$ cat config.mk
export PLATFORM = sky130hd
export DESIGN_NAME = steering_pd_with_iir_prefilter_flat
export DESIGN_NICKNAME = d
export VERILOG_FILES = /design/src/spd_pkg.sv /design/src/spd_in_if.sv /design/src/spd_out_if.sv /design/src/steering_pd_with_iir_prefilter.sv /design/src/flat_wrapper.sv
export SDC_FILE = /design/constraint.sdc
export NUM_CORES = 2
export LEC_CHECK = 0
export ABC_AREA = 0
export BUFFER_PORTS_ARGS = -buffer_cell sky130_fd_sc_hd__clkbuf_2
export CELL_PAD_IN_SITES_DETAIL_PLACEMENT = 1
export CELL_PAD_IN_SITES_GLOBAL_PLACEMENT = 1
export CORE_MARGIN = 2
export CORE_UTILIZATION = 35
export DETAILED_ROUTE_END_ITERATION = 10
export PLACE_DENSITY_LB_ADDON = 0.1
export SYNTH_ARGS = -nofsm -noshare
export SYNTH_HDL_FRONTEND = slang
export SYNTH_SLANG_ARGS = --single-unit
export TNS_END_PERCENT = 5
$ cat constraint.sdc
create_clock -name clk -period 15.6 [get_ports clk]
set_input_delay 2.34 -clock clk [delete_from_list [all_inputs] [get_ports clk]]
set_output_delay 2.34 -clock clk [all_outputs]
set_load 0.02 [all_outputs]
$ cat src/spd_pkg.sv
// Shared constants, codes and types of the steering PD controller.
// Holds the microprogram table used by the sequencer; no dependencies.
package spd_pkg;

  localparam int SAMPLE_W  = 21;
  localparam int GAIN_W    = 16;
  localparam int WORD_W    = 32;
  localparam int SCALE_W   = 31;
  localparam int CFG_IDX_W = 4;
  localparam int STEP_W    = 5;

  localparam logic signed [WORD_W-1:0] POSITION_LIMIT  = 32'sd256000;
  localparam logic signed [WORD_W-1:0] POSITION_CENTER = 32'sd131072000;

  // Configuration register indexes
  localparam logic [CFG_IDX_W-1:0] CFG_IIR_IN    = 4'd0;
  localparam logic [CFG_IDX_W-1:0] CFG_IIR_FB    = 4'd1;
  localparam logic [CFG_IDX_W-1:0] CFG_PROP      = 4'd2;
  localparam logic [CFG_IDX_W-1:0] CFG_DERIV     = 4'd3;
  localparam logic [CFG_IDX_W-1:0] CFG_IN_STEP   = 4'd4;
  localparam logic [CFG_IDX_W-1:0] CFG_IN_OFFS   = 4'd5;
  localparam logic [CFG_IDX_W-1:0] CFG_OUT_STEP  = 4'd6;
  localparam logic [CFG_IDX_W-1:0] CFG_OUT_OFFS  = 4'd7;

  // Multiplier operand pair codes
  localparam logic [3:0] MUL_NONE  = 4'd0;
  localparam logic [3:0] MUL_KB_X  = 4'd1;
  localparam logic [3:0] MUL_KA_H0 = 4'd2;
  localparam logic [3:0] MUL_H0_KP = 4'd3;
  localparam logic [3:0] MUL_T_KD  = 4'd4;
  localparam logic [3:0] MUL_IS_T  = 4'd5;
  localparam logic [3:0] MUL_OS_T  = 4'd6;
  localparam logic [3:0] MUL_IS_A  = 4'd7;
  localparam logic [3:0] MUL_OS_A  = 4'd8;

  // ALU operation codes
  localparam logic [3:0] ALU_NOP    = 4'd0;
  localparam logic [3:0] ALU_LDQ7   = 4'd1;
  localparam logic [3:0] ALU_YSUB   = 4'd2;
  localparam logic [3:0] ALU_DSUB   = 4'd3;
  localparam logic [3:0] ALU_TRIPLE = 4'd4;
  localparam logic [3:0] ALU_ADDD   = 4'd5;
  localparam logic [3:0] ALU_PIDADD = 4'd6;
  localparam logic [3:0] ALU_SAT    = 4'd7;
  localparam logic [3:0] ALU_CENTRE = 4'd8;
  localparam logic [3:0] ALU_L_IN   = 4'd9;
  localparam logic [3:0] ALU_R_OUT  = 4'd10;
  localparam logic [3:0] ALU_L_OUT  = 4'd11;
  localparam logic [3:0] ALU_R_IN   = 4'd12;

  // Sequencer jump codes
  localparam logic [1:0] JMP_NEXT   = 2'd0;
  localparam logic [1:0] JMP_IF_POS = 2'd1;
  localparam logic [1:0] JMP_END    = 2'd2;

  localparam logic [STEP_W-1:0] LAST_STEP = 5'd16;

  typedef logic signed [SAMPLE_W-1:0] sample_t;
  typedef logic signed [SCALE_W-1:0]  scale_t;

  typedef struct packed {
    logic [3:0]        mul;
    logic [3:0]        alu;
    logic [1:0]        jmp;
    logic [STEP_W-1:0] target;
  } uword_t;

  // Microprogram: filter, PD term, saturation, then one of two wheel branches
  function automatic uword_t ucode(input logic [STEP_W-1:0] step);
    uword_t w;
    w = '{mul: MUL_NONE, alu: ALU_NOP, jmp: JMP_NEXT, target: '0};
    case (step)
      5'd0:  w.mul = MUL_KB_X;
      5'd1:  begin w.mul = MUL_KA_H0; w.alu = ALU_LDQ7; end
      5'd2:  w.alu = ALU_YSUB;
      5'd3:  begin w.mul = MUL_H0_KP; w.alu = ALU_DSUB; end
      5'd4:  w.alu = ALU_LDQ7;
      5'd5:  w.alu = ALU_TRIPLE;
      5'd6:  w.alu = ALU_ADDD;
      5'd7:  w.mul = MUL_T_KD;
      5'd8:  w.alu = ALU_PIDADD;
      5'd9:  w.alu = ALU_SAT;
      5'd10: begin w.alu = ALU_CENTRE; w.jmp = JMP_IF_POS; w.target = 5'd14; end
      5'd11: w.mul = MUL_IS_T;
      5'd12: begin w.mul = MUL_OS_A; w.alu = ALU_L_IN; end
      5'd13: begin w.alu = ALU_R_OUT; w.jmp = JMP_END; end
      5'd14: w.mul = MUL_OS_T;
      5'd15: begin w.mul = MUL_IS_A; w.alu = ALU_L_OUT; end
      5'd16: begin w.alu = ALU_R_IN; w.jmp = JMP_END; end
      default: w.jmp = JMP_END;
    endcase
    return w;
  endfunction

endpackage

$ cat src/spd_in_if.sv
// Input channel of the steering PD controller: valid/ready plus one sample.
// Depends on spd_pkg for the sample type.
interface spd_in_if import spd_pkg::*; ();
  logic    valid;
  logic    ready;
  sample_t position_sample;

  modport source (output valid, output position_sample, input ready);
  modport sink   (input valid, input position_sample, output ready);
endinterface

$ cat src/spd_out_if.sv
// Result channel of the steering PD controller: valid/ready plus two wheel scales.
// Depends on spd_pkg for the scale type.
interface spd_out_if import spd_pkg::*; ();
  logic   valid;
  logic   ready;
  scale_t left_scale;
  scale_t right_scale;

  modport source (output valid, output left_scale, output right_scale, input ready);
  modport sink   (input valid, input left_scale, input right_scale, output ready);
endinterface

$ cat src/steering_pd_with_iir_prefilter.sv
// Steering controller: IIR prefilter, PD term and differential wheel scaling.
// Microcoded datapath around one shared 32x32 multiplier; uses spd_pkg,
// spd_in_if and spd_out_if.
//
// Usage:
//   in_chan  carries one Q7 line-position sample per transaction.
//   out_chan carries the Q15 left and right wheel scale factors, one
//            transaction for every sample taken.
//   cfg_we/cfg_index/cfg_data write the gain, step and offset registers;
//   indexes above seven are ignored. Write only while the block is idle.
// Timing:
//   A sample runs through a 14-step microprogram (eleven common steps and
//   three for the chosen turning side), one step per cycle unless the last
//   step is held by a full output register, all sharing the single
//   registered multiplier. A new sample is taken only once the sequencer
//   has finished the previous one.
// Reset:
//   rst_n clears the configuration registers, the sample pair and the
//   filter history, and leaves both channels empty.
// Stalls:
//   The result sits in an output register; the next sample may be taken and
//   worked on while it waits. If the receiver still holds off when the next
//   result is ready, the sequencer holds on its last step.
module steering_pd_with_iir_prefilter
  import spd_pkg::*;
(
  input  logic                  clk,
  input  logic                  rst_n,
  spd_in_if.sink                in_chan,
  spd_out_if.source             out_chan,
  input  logic                  cfg_we,
  input  logic [CFG_IDX_W-1:0]  cfg_index,
  input  logic [WORD_W-1:0]     cfg_data
);

  // Configuration registers
  logic signed [GAIN_W-1:0] kb_r, ka_r;
  logic [GAIN_W-1:0]        kp_r, kd_r;
  logic signed [WORD_W-1:0] istep_r, ioff_r, ostep_r, ooff_r;

  // Filter state
  sample_t                  prev_r, cur_r;
  logic signed [WORD_W-1:0] h0_r, h1_r, h2_r, h3_r;

  // Datapath registers
  logic signed [WORD_W-1:0]   a_r, t_r, l_r;
  logic signed [2*WORD_W-1:0] prod_r;
  logic                       neg_r;

  // Sequencer and output
  logic              busy_r, busy_nxt;
  logic [STEP_W-1:0] step_r, step_nxt;
  logic              out_valid_r, out_valid_nxt;
  scale_t            out_left_r, out_right_r;

  uword_t                     uw;
  logic                       in_acc, out_free, fire, finish;
  logic signed [WORD_W-1:0]   q7, q16, xsum, mul_a, mul_b;
  logic signed [WORD_W-1:0]   a_nxt, t_nxt, l_nxt, y_val, sat_val, p_shift, wheel, wheel_cl;
  logic signed [WORD_W-1:0]   right_val;

  assign uw       = ucode(step_r);
  assign in_acc   = in_chan.valid && in_chan.ready;
  assign out_free = !out_valid_r || out_chan.ready;
  assign fire     = busy_r && ((uw.jmp != JMP_END) || out_free);
  assign finish   = fire && (uw.jmp == JMP_END);

  assign in_chan.ready       = !busy_r;
  assign out_chan.valid      = out_valid_r;
  assign out_chan.left_scale = out_left_r;
  assign out_chan.right_scale = out_right_r;

  assign q7   = $signed(prod_r[WORD_W+6:7]);
  assign q16  = $signed(prod_r[WORD_W+15:16]);
  assign xsum = WORD_W'(prev_r) + WORD_W'(cur_r);

  // Configuration writes
  always_ff @(posedge clk) begin
    if (!rst_n) begin
      kb_r <= '0; ka_r <= '0; kp_r <= '0; kd_r <= '0;
      istep_r <= '0; ioff_r <= '0; ostep_r <= '0; ooff_r <= '0;
    end else if (cfg_we) begin
      case (cfg_index)
        CFG_IIR_IN:   kb_r    <= cfg_data[GAIN_W-1:0];
        CFG_IIR_FB:   ka_r    <= cfg_data[GAIN_W-1:0];
        CFG_PROP:     kp_r    <= cfg_data[GAIN_W-1:0];
        CFG_DERIV:    kd_r    <= cfg_data[GAIN_W-1:0];
        CFG_IN_STEP:  istep_r <= cfg_data;
        CFG_IN_OFFS:  ioff_r  <= cfg_data;
        CFG_OUT_STEP: ostep_r <= cfg_data;
        CFG_OUT_OFFS: ooff_r  <= cfg_data;
        default: ;
      endcase
    end
  end

  // Select multiplier operands from the control word
  always_comb begin
    mul_a = '0;
    mul_b = '0;
    case (uw.mul)
      MUL_KB_X:  begin mul_a = WORD_W'(kb_r); mul_b = xsum; end
      MUL_KA_H0: begin mul_a = WORD_W'(ka_r); mul_b = h0_r; end
      MUL_H0_KP: begin mul_a = h0_r; mul_b = $signed({{(WORD_W-GAIN_W){1'b0}}, kp_r}); end
      MUL_T_KD:  begin mul_a = t_r;  mul_b = $signed({{(WORD_W-GAIN_W){1'b0}}, kd_r}); end
      MUL_IS_T:  begin mul_a = istep_r; mul_b = t_r; end
      MUL_OS_T:  begin mul_a = ostep_r; mul_b = t_r; end
      MUL_IS_A:  begin mul_a = istep_r; mul_b = a_r; end
      MUL_OS_A:  begin mul_a = ostep_r; mul_b = a_r; end
      default: ;
    endcase
  end

  // ALU: one operation per step
  always_comb begin
    a_nxt     = a_r;
    t_nxt     = t_r;
    l_nxt     = l_r;
    y_val     = a_r - q7;
    sat_val   = (a_r > POSITION_LIMIT) ? POSITION_LIMIT :
                (a_r < -POSITION_LIMIT) ? -POSITION_LIMIT : a_r;
    p_shift   = {a_r[WORD_W-10:0], 9'b0};
    wheel     = q16 + (((uw.alu == ALU_L_IN) || (uw.alu == ALU_R_IN)) ? ioff_r : ooff_r);
    wheel_cl  = wheel[WORD_W-1] ? '0 : wheel;
    right_val = (uw.alu == ALU_R_IN) ? wheel_cl : wheel;
    case (uw.alu)
      ALU_LDQ7:   a_nxt = q7;
      ALU_DSUB:   t_nxt = h1_r - h2_r;
      ALU_TRIPLE: t_nxt = t_r + {t_r[WORD_W-2:0], 1'b0};
      ALU_ADDD:   t_nxt = t_r + h0_r - h3_r;
      ALU_PIDADD: a_nxt = a_r + q7;
      ALU_SAT:    a_nxt = sat_val;
      ALU_CENTRE: begin
        t_nxt = POSITION_CENTER + p_shift;
        a_nxt = POSITION_CENTER - p_shift;
      end
      ALU_L_IN:   l_nxt = wheel_cl;
      ALU_L_OUT:  l_nxt = wheel;
      default: ;
    endcase
  end

  // Datapath registers advance only on a firing step
  always_ff @(posedge clk) begin
    if (fire) begin
      a_r <= a_nxt;
      t_r <= t_nxt;
      l_r <= l_nxt;
      if (uw.mul != MUL_NONE) begin
        prod_r <= (2*WORD_W)'(mul_a) * (2*WORD_W)'(mul_b);
      end
      if (uw.alu == ALU_SAT) begin
        neg_r <= sat_val[WORD_W-1];
      end
    end
  end

  // Filter state: take the sample on acceptance, shift history on the update step
  always_ff @(posedge clk) begin
    if (!rst_n) begin
      prev_r <= '0; cur_r <= '0;
      h0_r <= '0; h1_r <= '0; h2_r <= '0; h3_r <= '0;
    end else begin
      if (in_acc) begin
        prev_r <= cur_r;
        cur_r  <= in_chan.position_sample;
      end
      if (fire && (uw.alu == ALU_YSUB)) begin
        h3_r <= h2_r;
        h2_r <= h1_r;
        h1_r <= h0_r;
        h0_r <= y_val;
      end
    end
  end

  // Step counter with conditional jump
  always_comb begin
    busy_nxt      = busy_r;
    step_nxt      = step_r;
    out_valid_nxt = out_valid_r && !out_chan.ready;
    if (in_acc) begin
      busy_nxt = 1'b1;
      step_nxt = '0;
    end else if (fire) begin
      case (uw.jmp)
        JMP_IF_POS: step_nxt = neg_r ? step_r + 1'b1 : uw.target;
        JMP_END: begin
          busy_nxt      = 1'b0;
          out_valid_nxt = 1'b1;
        end
        default:    step_nxt = step_r + 1'b1;
      endcase
    end
  end

  always_ff @(posedge clk) begin
    if (!rst_n) begin
      busy_r      <= 1'b0;
      step_r      <= '0;
      out_valid_r <= 1'b0;
    end else begin
      busy_r      <= busy_nxt;
      step_r      <= step_nxt;
      out_valid_r <= out_valid_nxt;
    end
  end

  // Load the result register; Q16 to Q15 drops the low bit
  always_ff @(posedge clk) begin
    if (finish) begin
      out_left_r  <= l_r[WORD_W-1:1];
      out_right_r <= right_val[WORD_W-1:1];
    end
  end

  // Checks
  a_start: assert property (@(posedge clk) disable iff (!rst_n)
    in_acc |=> busy_r && (step_r == '0))
    else $error("sequencer did not start at step zero");

  a_step_range: assert property (@(posedge clk) disable iff (!rst_n)
    busy_r |-> (step_r <= LAST_STEP))
    else $error("step counter ran past the program");

  a_sat: assert property (@(posedge clk) disable iff (!rst_n)
    (busy_r && (uw.alu == ALU_SAT)) |=> ((a_r <= POSITION_LIMIT) && (a_r >= -POSITION_LIMIT)))
    else $error("PD output outside position limit");

  a_inner_left: assert property (@(posedge clk) disable iff (!rst_n)
    (fire && (uw.alu == ALU_L_IN)) |=> !l_r[WORD_W-1])
    else $error("inner left wheel negative");

  a_inner_right: assert property (@(posedge clk) disable iff (!rst_n)
    (finish && (uw.alu == ALU_R_IN)) |=> !out_right_r[SCALE_W-1])
    else $error("inner right wheel negative");

endmodule
$ cat src/flat_wrapper.sv
// flat-port wrapper written by rule: the top's interface ports become plain ports
module steering_pd_with_iir_prefilter_flat import spd_pkg::*;
  (clk, rst_n, cfg_we, cfg_index, cfg_data, in_chan_valid, in_chan_position_sample, in_chan_ready, out_chan_valid, out_chan_left_scale, out_chan_right_scale, out_chan_ready);
  spd_in_if in_chan_i ();
  spd_out_if out_chan_i ();
  input  logic clk;
  input  logic rst_n;
  input  logic cfg_we;
  input  logic [CFG_IDX_W-1:0] cfg_index;
  input  logic [WORD_W-1:0] cfg_data;
  input wire logic [$bits(in_chan_i.valid)-1:0] in_chan_valid;
  input wire logic [$bits(in_chan_i.position_sample)-1:0] in_chan_position_sample;
  output wire logic [$bits(in_chan_i.ready)-1:0] in_chan_ready;
  output wire logic [$bits(out_chan_i.valid)-1:0] out_chan_valid;
  output wire logic [$bits(out_chan_i.left_scale)-1:0] out_chan_left_scale;
  output wire logic [$bits(out_chan_i.right_scale)-1:0] out_chan_right_scale;
  input wire logic [$bits(out_chan_i.ready)-1:0] out_chan_ready;
  assign in_chan_i.valid = in_chan_valid;
  assign in_chan_i.position_sample = in_chan_position_sample;
  assign in_chan_ready = in_chan_i.ready;
  assign out_chan_valid = out_chan_i.valid;
  assign out_chan_left_scale = out_chan_i.left_scale;
  assign out_chan_right_scale = out_chan_i.right_scale;
  assign out_chan_i.ready = out_chan_ready;
  steering_pd_with_iir_prefilter u_core (.clk(clk), .rst_n(rst_n), .in_chan(in_chan_i), .out_chan(out_chan_i), .cfg_we(cfg_we), .cfg_index(cfg_index), .cfg_data(cfg_data));
endmodule
==> metrics.log <==
INFO  metric cp_slowest_stage_delay = between 600 and 700 ps
INFO  metric deepest_clock_path_buffer_count = 3
INFO  metric post-synth-top-area-cell = fa_1
INFO  metric p_leak = between 20 and 30 nW
INFO  metric maxCapViolCount = 0
INFO  metric yosys_most_used_dff = dfxtp_1
INFO  metric h-tree-depth = 3
INFO  metric globalRouteTotalUtil = 29.5%
INFO  metric run_status = finished, final reports clean
INFO  metric worstSetupStartpointType = flip-flop
INFO  metric synthCells = between 7,000 and 8,000
INFO  metric period_share = 80.8%
INFO  metric start_util = 35.3%
INFO  metric n_fill_cell = roughly 21,000
INFO  metric synth_edf_count = between 150 and 200
INFO  metric numCtsBuffers = 72
INFO  metric route.antenna.remaining_nets = 0
INFO  metric syn-mean-instance-area = 8.55 sq um
INFO  metric worst_slew_pin_slew = between 1000 and 1500 ps
INFO  metric layout_commonest_cell = nand2_1
INFO  metric post_cts_setup_inserts = 0
INFO  metric multiInputGateArea = between 40,000 and 50,000 sq um
INFO  metric tritoncts = built
INFO  metric number_of_global_route_vias_before_repair = 55,000
INFO  metric synth.top_cell.area_share = 28.1%
INFO  metric worst_hold_path_type = flip-flop to flip-flop
INFO  metric via_count = 52,800
INFO  metric register_to_register_setup_slack = 3000 ps
INFO  metric totalNegativeSetupSlack = 0 ps
INFO  metric dp_slack = 3130 ps
INFO  metric global_route_wire_length_before_repair = slightly below 400,000 microns
INFO  metric hold-worst-slack = 418 ps
INFO  metric finalSetupViolations = 0
INFO  metric route.final.wire_length = between 200,000 and 300,000 microns
INFO  metric worst_hold_startpoint = u_core.l_r[4]$_DFFE_PP_
INFO  metric routability_congestion_estimate = roughly 1
INFO  metric finalHoldViolCount = 0
INFO  metric initial_antenna_violation_count = 13
INFO  metric port-buffer-count = 125
INFO  metric max-slew-margin-rel = roughly 2.7%
INFO  metric yosysSeqAreaShare = roughly 21%
INFO  metric critical_path_class = flip-flop to flip-flop
INFO  metric clk_root_buffer_cell = clkbuf_16
INFO  metric finalMaxSlewViolations = 0
INFO  metric setup_repair_after_global_routing_missed_its_margin = no
INFO  metric critical_path_endpoint_category = flip-flop
INFO  metric share_of_post_route_cells_with_drive_strength_above_1 = 7.12%
INFO  metric drc_violations = 0
INFO  metric sequential_cell_area = 13,400 sq um
INFO  metric globalRouteOverflowTotal = 0
INFO  metric timing.critical_path.from = u_core.step_r[0]$_SDFFE_PP0P_
INFO  metric std_cell_rows = ~150
INFO  metric worst_slack = between 2000 and 3000 ps
INFO  metric worst_setup_hold_path_clk_slew = 60 ps
INFO  metric worst-r2r-cell-count = 39
INFO  metric crit_path_top_delay_cell = ha_1
INFO  metric period_minus_slack = around 13,000 ps
INFO  metric layout.cells.most_common_list = 1,310 x nand2_1, 1,081 x inv_1, 875 x fa_1
INFO  metric syn-cell-area = 62,300 sq um
INFO  metric dr.first_iter.drc_count = around 4,800
INFO  metric clk_latency = 700 ps
INFO  metric critical_path_destination = u_core.prod_r[47]$_DFFE_PP_
INFO  metric die-height = 426 microns
INFO  metric cts-resized-gates = 0
INFO  metric rr_startpoint = u_core.step_r[0]$_SDFFE_PP0P_
INFO  metric design.final.nets = 8,577
INFO  metric floorplan.die.width = 426 microns
INFO  metric syn_to_final_growth = 9.37%
INFO  metric hpwl = 211,000 microns
INFO  metric critical_path_required = 16,010 ps
INFO  metric firstDrtPassIters = 8
INFO  metric ys_top_cells_by_area = fa_1 28%, dfxtp_1 12%, edfxtp_1 9.6%
INFO  metric yosys_cell_types = 91
INFO  metric clock_skew = 41.0 ps
INFO  metric pwr_density_cell = 62.5 nW/um^2
INFO  metric vdd_ir_drop_max = 0.0000652 V
INFO  metric die-area = between 150,000 and 200,000 sq um
INFO  metric synth.ff_latch_count = ~570
INFO  metric totalPowerFinal = around 4.3 mW
INFO  metric route.detailed.wl_per_inst = 27.7 microns
INFO  metric cts_hold_buf = 0
INFO  metric crit_path_max_fanout = 24
INFO  metric reg2reg_to = u_core.prod_r[47]$_DFFE_PP_
INFO  metric clock_sinks = 568
INFO  metric async_flop_share = 0%
INFO  metric synth.yosys.warnings = 0
INFO  metric path_common_cell = fa_1
INFO  metric core_area = 176,000 sq um
INFO  metric synth_nets = 8,602
INFO  metric pin_count = about 130
INFO  metric detail_route.vias_per_cell = 5.47
INFO  metric cp_data_arrival_time = 13,010 ps
INFO  metric max_freq = approximately 79 MHz
INFO  metric grt_max_degree = 162
## flip-flops by register name, indices dropped and copies added (netlist names), 21 cells and up
name	flops
u_core.out_chan.right_scale	31
u_core.istep_r	32
u_core.h1_r	32
u_core.l_r	31
u_core.prev_r	21
u_core.ostep_r	32
u_core.h3_r	32
u_core.h0_r	32
u_core.prod_r	41
u_core.h2_r	32
u_core.a_r	32
u_core.ioff_r	32
u_core.t_r	32
u_core.ooff_r	32
u_core.out_chan.left_scale	31
u_core.cur_r	21
## worst min-delay path by stage
| stage | to | slack (ps) | cells past startpoint |
|---|---|---|---|
| after floorplan | u_core.out_chan.left_scale[0]$_DFFE_PP_ | 400 | 0 |
| final | u_core.out_chan.left_scale[3]$_DFFE_PP_ | 420 | 0 |
| after CTS | u_core.out_chan.left_scale[28]$_DFFE_PP_ | 420 | 0 |
| after global routing | u_core.out_chan.left_scale[30]$_DFFE_PP_ | 430 | 0 |
| after global placement | u_core.out_chan.left_scale[18]$_DFFE_PP_ | 400 | 0 |
| after detailed placement | u_core.out_chan.left_scale[28]$_DFFE_PP_ | 410 | 0 |
## cell type report
cell class,count,share of cell area [%]
sequential,568,19.6
tap,2340,4.30
clock buffer,101,3.02
inverter,1083,5.98
clock inverter,31,0.329
antenna,1,0.00367
multi-input combinational,5252,64.1
timing repair buffer,284,2.69
## through the flow
step	utilization [%]	std cells	area, sq um
floorplan	-	7286	62300
global placement	37.3	9527	65900
detailed placement	37.3	9527	65900
CTS	38.6	9659	68200
global route	38.6	9660	68200
finish	38.6	9660	68200
## metal layers
layer  up-vias  track usage (%)  share of wire [%]
li1      23300                -                  -
met2      1787             45.6                 44
met3       403             4.89                6.8
met5         -                0             0.0086
met4         4             10.7                4.2
met1     27400             41.4                 45
## worst max-delay path, delay by kind of cell (launching register included)
family,cells,cell delay [ps]
AOI/OAI and AO/OA,16,3660
xor gates and xnor gates,1,80
adders and majority gates,11,5350
buffers and inverters,7,1320
DFF,1,420
and+or+nand+nor,4,1470
## where the power goes
part / total, mW / internal, mW / switching, mW / leakage [nW]
clock network: 1.67 / 0.942 / 0.731 / 1.11
logic: 0.955 / 0.280 / 0.675 / 23.4
registers: 1.63 / 1.58 / 0.0529 / 4.84
total: 4.26 / 2.80 / 1.46 / 29.3
## kinds of logic after synthesis
| family | after synthesis | synth area share (%) |
|---|---|---|
| buffers and inverters | 1466 | 8.90 |
| multiplexers | 74 | 1.25 |
| flip-flops | 568 | 21.4 |
| XOR/XNOR | 269 | 3.81 |
| adder cells (fa/ha/maj) | 1254 | 35.7 |
| AO/OA/AOI/OAI | 1249 | 12.7 |
| AND/OR/NAND/NOR | 2406 | 16.2 |
## synthesized netlist by cell type (all sizes together), types with 72 or more instances
cell	count
xor2	90
nand3	72
o21ai	176
xnor2	178
inv	1081
nand2	1313
edfxtp	199
ha	379
clkbuf	331
a21oi	557
a21o	96
nor2	645
dfxtp	369
fa	875
Power figures use the tool's default switching activity.
